--- src/rtl/rie_pkg.sv ---
package rie_pkg;

	localparam int XLEN          = 32;
	localparam int INSTR_W       = 20;
	localparam int PC_W          = 12;
	localparam int REG_COUNT     = 16;
	localparam int REG_IDX_W     = 4;
	localparam int IO_IDX_W      = 5;
	localparam int MEM_DEPTH_DEF = 4096;
	localparam int IO_COUNT_DEF  = 23;
	localparam int RETI_IO_IDX   = 7;

	localparam logic [REG_IDX_W-1:0] REG_ZERO = 4'd0;
	localparam logic [REG_IDX_W-1:0] REG_IMM  = 4'd1;

	typedef enum logic [7:0] {
		OP_ADD  = 8'd0,
		OP_SUB  = 8'd1,
		OP_MUL  = 8'd2,
		OP_AND  = 8'd3,
		OP_OR   = 8'd4,
		OP_XOR  = 8'd5,
		OP_SLL  = 8'd6,
		OP_SRA  = 8'd7,
		OP_SRL  = 8'd8,
		OP_BEQ  = 8'd9,
		OP_BNE  = 8'd10,
		OP_BLT  = 8'd11,
		OP_BGT  = 8'd12,
		OP_BLE  = 8'd13,
		OP_BGE  = 8'd14,
		OP_JAL  = 8'd15,
		OP_LW   = 8'd16,
		OP_SW   = 8'd17,
		OP_RETI = 8'd18,
		OP_IN   = 8'd19,
		OP_OUT  = 8'd20,
		OP_HALT = 8'd21
	} opcode_t;

	typedef enum logic [1:0] {
		IO_NONE = 2'd0,
		IO_IN   = 2'd1,
		IO_OUT  = 2'd2
	} io_acc_t;

	// Commands from the controller to the datapath.
	typedef struct packed {
		logic clear;
		logic pre;
		logic start_ex;
		logic ex1;
		logic ex2;
	} rie_cmd_t;

	typedef struct packed {
		logic clear_last;
	} rie_stat_t;

	// Register 1 stands for the immediate word only where the opcode reads it.
	function automatic logic uses_imm(opcode_t op, logic [REG_IDX_W-1:0] rd,
			logic [REG_IDX_W-1:0] rs, logic [REG_IDX_W-1:0] rt);
		logic res;
		res = 1'b0;
		case (op) inside
			OP_ADD, OP_SUB, OP_MUL, OP_AND, OP_OR, OP_XOR, OP_SLL, OP_SRA, OP_SRL,
			OP_LW, OP_IN: res = (rs == REG_IMM) || (rt == REG_IMM);
			OP_BEQ, OP_BNE, OP_BLT, OP_BGT, OP_BLE, OP_BGE, OP_SW, OP_OUT:
				res = (rd == REG_IMM) || (rs == REG_IMM) || (rt == REG_IMM);
			OP_JAL: res = (rs == REG_IMM);
			default: res = 1'b0;
		endcase
		return res;
	endfunction

endpackage

--- src/rtl/rie_ctrl.sv ---
module rie_ctrl (
	input  logic               clk,
	input  logic               arst_n,
	input  logic               start,
	input  logic               kind,
	input  rie_pkg::rie_stat_t stat,
	output rie_pkg::rie_cmd_t  cmd,
	output logic               busy,
	output logic               done
);

	import rie_pkg::*;

	typedef enum logic [1:0] {
		ST_CLEAR,
		ST_IDLE,
		ST_EX1,
		ST_EX2
	} state_t;

	state_t state_q;
	logic   done_q;
	logic   accept;

	assign accept = (state_q == ST_IDLE) && start;

	always_comb begin
		cmd.clear    = (state_q == ST_CLEAR);
		cmd.pre      = accept && kind;
		cmd.start_ex = accept && !kind;
		cmd.ex1      = (state_q == ST_EX1);
		cmd.ex2      = (state_q == ST_EX2);
	end

	always_ff @(posedge clk or negedge arst_n) begin
		if (!arst_n) begin
			state_q <= ST_CLEAR;
			done_q  <= 1'b0;
		end else begin
			done_q <= cmd.pre || cmd.ex2;
			unique case (state_q)
				ST_CLEAR: begin
					if (stat.clear_last) begin
						state_q <= ST_IDLE;
					end
				end
				ST_IDLE: begin
					if (start && !kind) begin
						state_q <= ST_EX1;
					end
				end
				ST_EX1:  state_q <= ST_EX2;
				ST_EX2:  state_q <= ST_IDLE;
				default: state_q <= ST_IDLE;
			endcase
		end
	end

	assign busy = (state_q != ST_IDLE);
	assign done = done_q;

endmodule

--- config.mk ---
export PLATFORM = sky130hd
export DESIGN_NAME = rie_ctrl
export DESIGN_NICKNAME = d
export VERILOG_FILES = /design/src/rtl/rie_pkg.sv /design/src/rtl/rie_ctrl.sv
export SDC_FILE = /design/constraint.sdc
export NUM_CORES = 1
export LEC_CHECK = 0
export ABC_AREA = 1
export BUFFER_PORTS_ARGS = -buffer_cell sky130_fd_sc_hd__buf_2
export CAP_MARGIN = 20
export CORE_AREA = 2 2 39 41
export DETAILED_ROUTE_END_ITERATION = 10
export DIE_AREA = 0 0 41 43
export SETUP_SLACK_MARGIN = 0.3
export SLEW_MARGIN = 20
export SYNTH_ARGS = -nofsm -noshare
export SYNTH_HDL_FRONTEND = slang
export SYNTH_SLANG_ARGS = --single-unit
export TNS_END_PERCENT = 20
--- constraint.sdc ---
create_clock -name clk -period 1.01 [get_ports clk]
set_input_delay 0.202 -clock clk [delete_from_list [all_inputs] [get_ports clk]]
set_output_delay 0.202 -clock clk [all_outputs]
set_load 0.05 [all_outputs]
=== Word level (Yosys, flattened, before mapping) ===
Index checks and enable logic that the tools add are counted.

* Register bits after elaboration: 3
* Bits in latches: 0
* RAM bits: 0
* Bits in read-only memories: 0
* Input bits: 5
* Word-level logic and storage cells: 19
* Memories: 0

* Add/sub/neg operators: 0
* Multiply operators: 0
* Divide/modulo/power cells: 0
* $lt $le $gt $ge: 0
* Equality and inequality tests: 6
* Shift-type cells: 0
* Multiplexer cells: 3
* Bitwise gates (word level): 0
* Reduce and logical (&&, ||, !) cells: 8

{| class="wikitable"
|+ Operators with widths
! cell !! count
|-
| 2-bit one-hot mux with 4 select lines || 1
|-
| 2-bit == test (second input constant) || 2
|-
| 1-bit logical AND || 4
|-
| 2-bit 2-to-1 mux || 2
|-
| 2-bit by 1-bit inequality test with 1-bit output (second input constant) || 2
|-
| 2-bit by 1-bit == test with 1-bit output (second input constant) || 1
|-
| 2-bit logical NOT || 1
|-
| 2-bit inequality test (second input constant) || 1
|-
| 2-bit AND reduction || 1
|-
| 1-bit logical NOT || 1
|-
| 1-bit logical OR || 1
|}

=== Longest topological paths before layout ===
* Depth in word-level cells: 4
* Mapped depth: 6
* Depth with buffers taken out: 6

=== Worst setup path after synthesis ===
OpenSTA, ideal clock, no wires.

* Kind: register to output
* From: register state_q[1]
* To: output cmd[2] (netlist bit)
* Arrival time: 1.358 ns
* Required time: 0.808 ns
* Path slack: -0.550 ns
* Cell stages (with the launch flop): 5
* Buffers on the path: 0
* Cells stage by stage: dfrtp_1 -> inv_1 -> ha_1 -> nand2_1 -> nor2_1

{| class="wikitable"
|+ RTL lines
! what !! line !! RTL
|-
| start: declaration || rie_ctrl.sv:21 || <nowiki>state_t state_q;</nowiki>
|-
| start signal: assignment || rie_ctrl.sv:37 || <nowiki>state_q <= ST_CLEAR;</nowiki>
|-
| start signal: assignment || rie_ctrl.sv:44 || <nowiki>state_q <= ST_IDLE;</nowiki>
|-
| start signal: assignment || rie_ctrl.sv:49 || <nowiki>state_q <= ST_EX1;</nowiki>
|-
| end: declaration || rie_ctrl.sv:7 || <nowiki>output rie_pkg::rie_cmd_t cmd,</nowiki>
|}

==> results.py <==
metrics = {
    "layout": {
        "diodes": 0,
        "nets": 55,
        "syn_to_final_growth_pct": 109,
        "final_cells": 61,
        "drive_above_1_share_pct": 60.0,
    },
    "cts": {
        "cts_root_buf": "clkbuf_4",
        "numCtsBuffers": 3,
        "clock_latency_ns": 0.23,
        "clkSinkCount": 3,
        "cts_setup_buffers": 0,
        "clockBufferDepth": 2,
        "htree_levels": 1,
        "path_clk_slew_ns": 0.04,
        "tritoncts": "built",
    },
    "synth": {
        "synth_warnings": 0,
        "synth.yosys.seq_area_share_pct": 36.6,
        "ys_ff_latch": 3,
        "synth_cell_type_count": 10,
        "syn_inst": 26,
        "syn_nets": 35,
        "syn_avg_cell_area_um2": 7.89,
        "syn_area_um2": 205,
    },
    "route": {
        "ant_nets": 0,
        "m1WireLength_um": 195,
        "viasPerCell": 3.64,
        "wl_met2_um": 219,
        "met3_length_um": 44,
        "drt_wl_total_um": 472,
        "drc": 0,
        "wire_per_inst_um": 7.74,
        "routed.top_layer": "met4",
        "vias": 222,
        "drt_iter0_markers": 1,
        "first_pass_iters": 2,
    },
    "sta": {
        "rsz0062_at_grt": "yes",
        "drv_slew": 0,
        "slew_headroom_pct": 89.9,
        "clock_skew_ns": 0.0000535,
        "fin_crit_ns": 1.35,
        "worst_slew_pin_slew_ns": 0.152,
        "setup_ws_ns": -0.345,
        "hold_viol": 0,
        "setup-violations-final": 9,
        "fmaxAchievable_ghz": 0.738,
        "post-route-period-util_pct": 134,
    },
    "run_status": {
        "outcome": "finished, violations left",
        "violations": "setup timing",
    },
    "floorplanning": {
        "core-area_um2": 1380,
        "core.rowCount": 14,
        "io_pins": 12,
        "die_area_um2": 1760,
        "die_y_um": 43,
        "die_w_um": 41,
        "initial_core_util_pct": 14.8,
    },
    "worst_setup_path": {
        "end_kind": "output port",
        "crit_fanout": 3,
        "start_kind": "flop",
        "worstPathArrival_ns": 1.15,
        "critPathRequiredTime_ns": 0.81,
        "crit_type": "reg -> out",
    },
    "global_route": {
        "antenna_found_initial": 0,
        "grt.total_usage_pct": 7.65,
        "grt_pass1_vias": 225,
        "grt_first_pass_wirelength_um": 814,
        "gr-total-overflow": 0,
        "grt_max_degree": 4,
    },
    "place": {
        "hpwl_um": 395,
        "placed_cells": 56,
        "gp_congestion": 0.693,
        "port_buffers": 11,
    },
    "min_path": {
        "min_path_type": "in -> async",
    },
    "flow_run": {
        "max_cap_viol_count": 0,
    },
}
[worst max-delay path, stage by stage (launching register included)]
cell	delay [ns]
dfrtp_1	0.38
inv_2	0.08
ha_4	0.15
nand2_4	0.06
nor2_4	0.10
buf_8	0.15
[area by class of cell]
type / count / area, µm²
clock buffers: 4 / 26.3
inverters: 5 / 18.8
flip-flops and latches: 3 / 75.1
fillers: 153 / 955
multi-input cells: 18 / 161
well taps: 16 / 20.0
repair buffers: 15 / 128
[through the flow]
step	hold WS (ns)	util [%]	setup WS [ns]	instance area (µm²)	TNS, ns
3_3_place_gp	-0.000498	25.5	-0.208	353	-1.11
3_5_place_dp	-0.000273	25.5	-0.211	353	-1.06
5_1_grt	0.308	31.0	-0.406	429	-2.67
6_report	0.296	31.0	-0.345	429	-2.08
2_1_floorplan	-0.0936	-	-0.195	255	-1.03
4_1_cts	0.286	31.0	-0.358	429	-2.19
[Yosys cell counts]
library cell	count	share of area [%]
dfrtp_1	3	37
nor2_2	1	3.1
ha_1	4	24
inv_1	4	7.3
nand3_1	1	2.4
nor2_1	1	1.8
nand2_2	1	3.1
nand2_1	9	16
inv_2	1	1.8
or2_1	1	3.1
[cells by family after synthesis]
logic type,share of synthesized area (%)
AND/OR/NAND/NOR,29.9
adder cells (fa/ha/maj),24.4
flip-flops,36.6
buffers and inverters,9.14
[cells in the final DEF, fill, tap and decap left out, drive strengths merged]
cell type    count
buf             14
dfrtp            3
nand2           10
nand3            1
dlygate4sd3      1
nor2             2
ha               4
or2              1
clkbuf           4
inv              5
[metal layers]
layer	vias up	GRT usage [%]
li1	114	-
met4	0	8.00
met1	95	6.80
met3	2	5.76
met5	-	0
met2	11	10.0
[sequential cells by signal, summed over array words and instances, names as in the netlist]
name,count
done,1
state_q,2
[worst paths after layout]
kind	from	endpoint	slack, ns	cells after the start
min reg2reg	state_q[1]	state_q[1]	0.61	3
min in group clk	stat	state_q[0]	0.30	5
max in group asynchronous	arst_n	done	0.61	2
max reg2reg	state_q[1]	state_q[1]	-0.06	7
min	arst_n	state_q[1]	0.30	2
max	state_q[1]	cmd[3]	-0.34	5
[timing repair]
action | in CTS | in global routing
endpoints found under the hold margin | 3 | 0
setup endpoints to repair | 10 | 10
hold buffers | 1 | 0
resized for setup | 13 | 0
pin swaps | 1 | 0
Power is left out: the tool's default activity adds up to more than one toggle a clock period on the data nets, which glitch-free logic cannot reach.
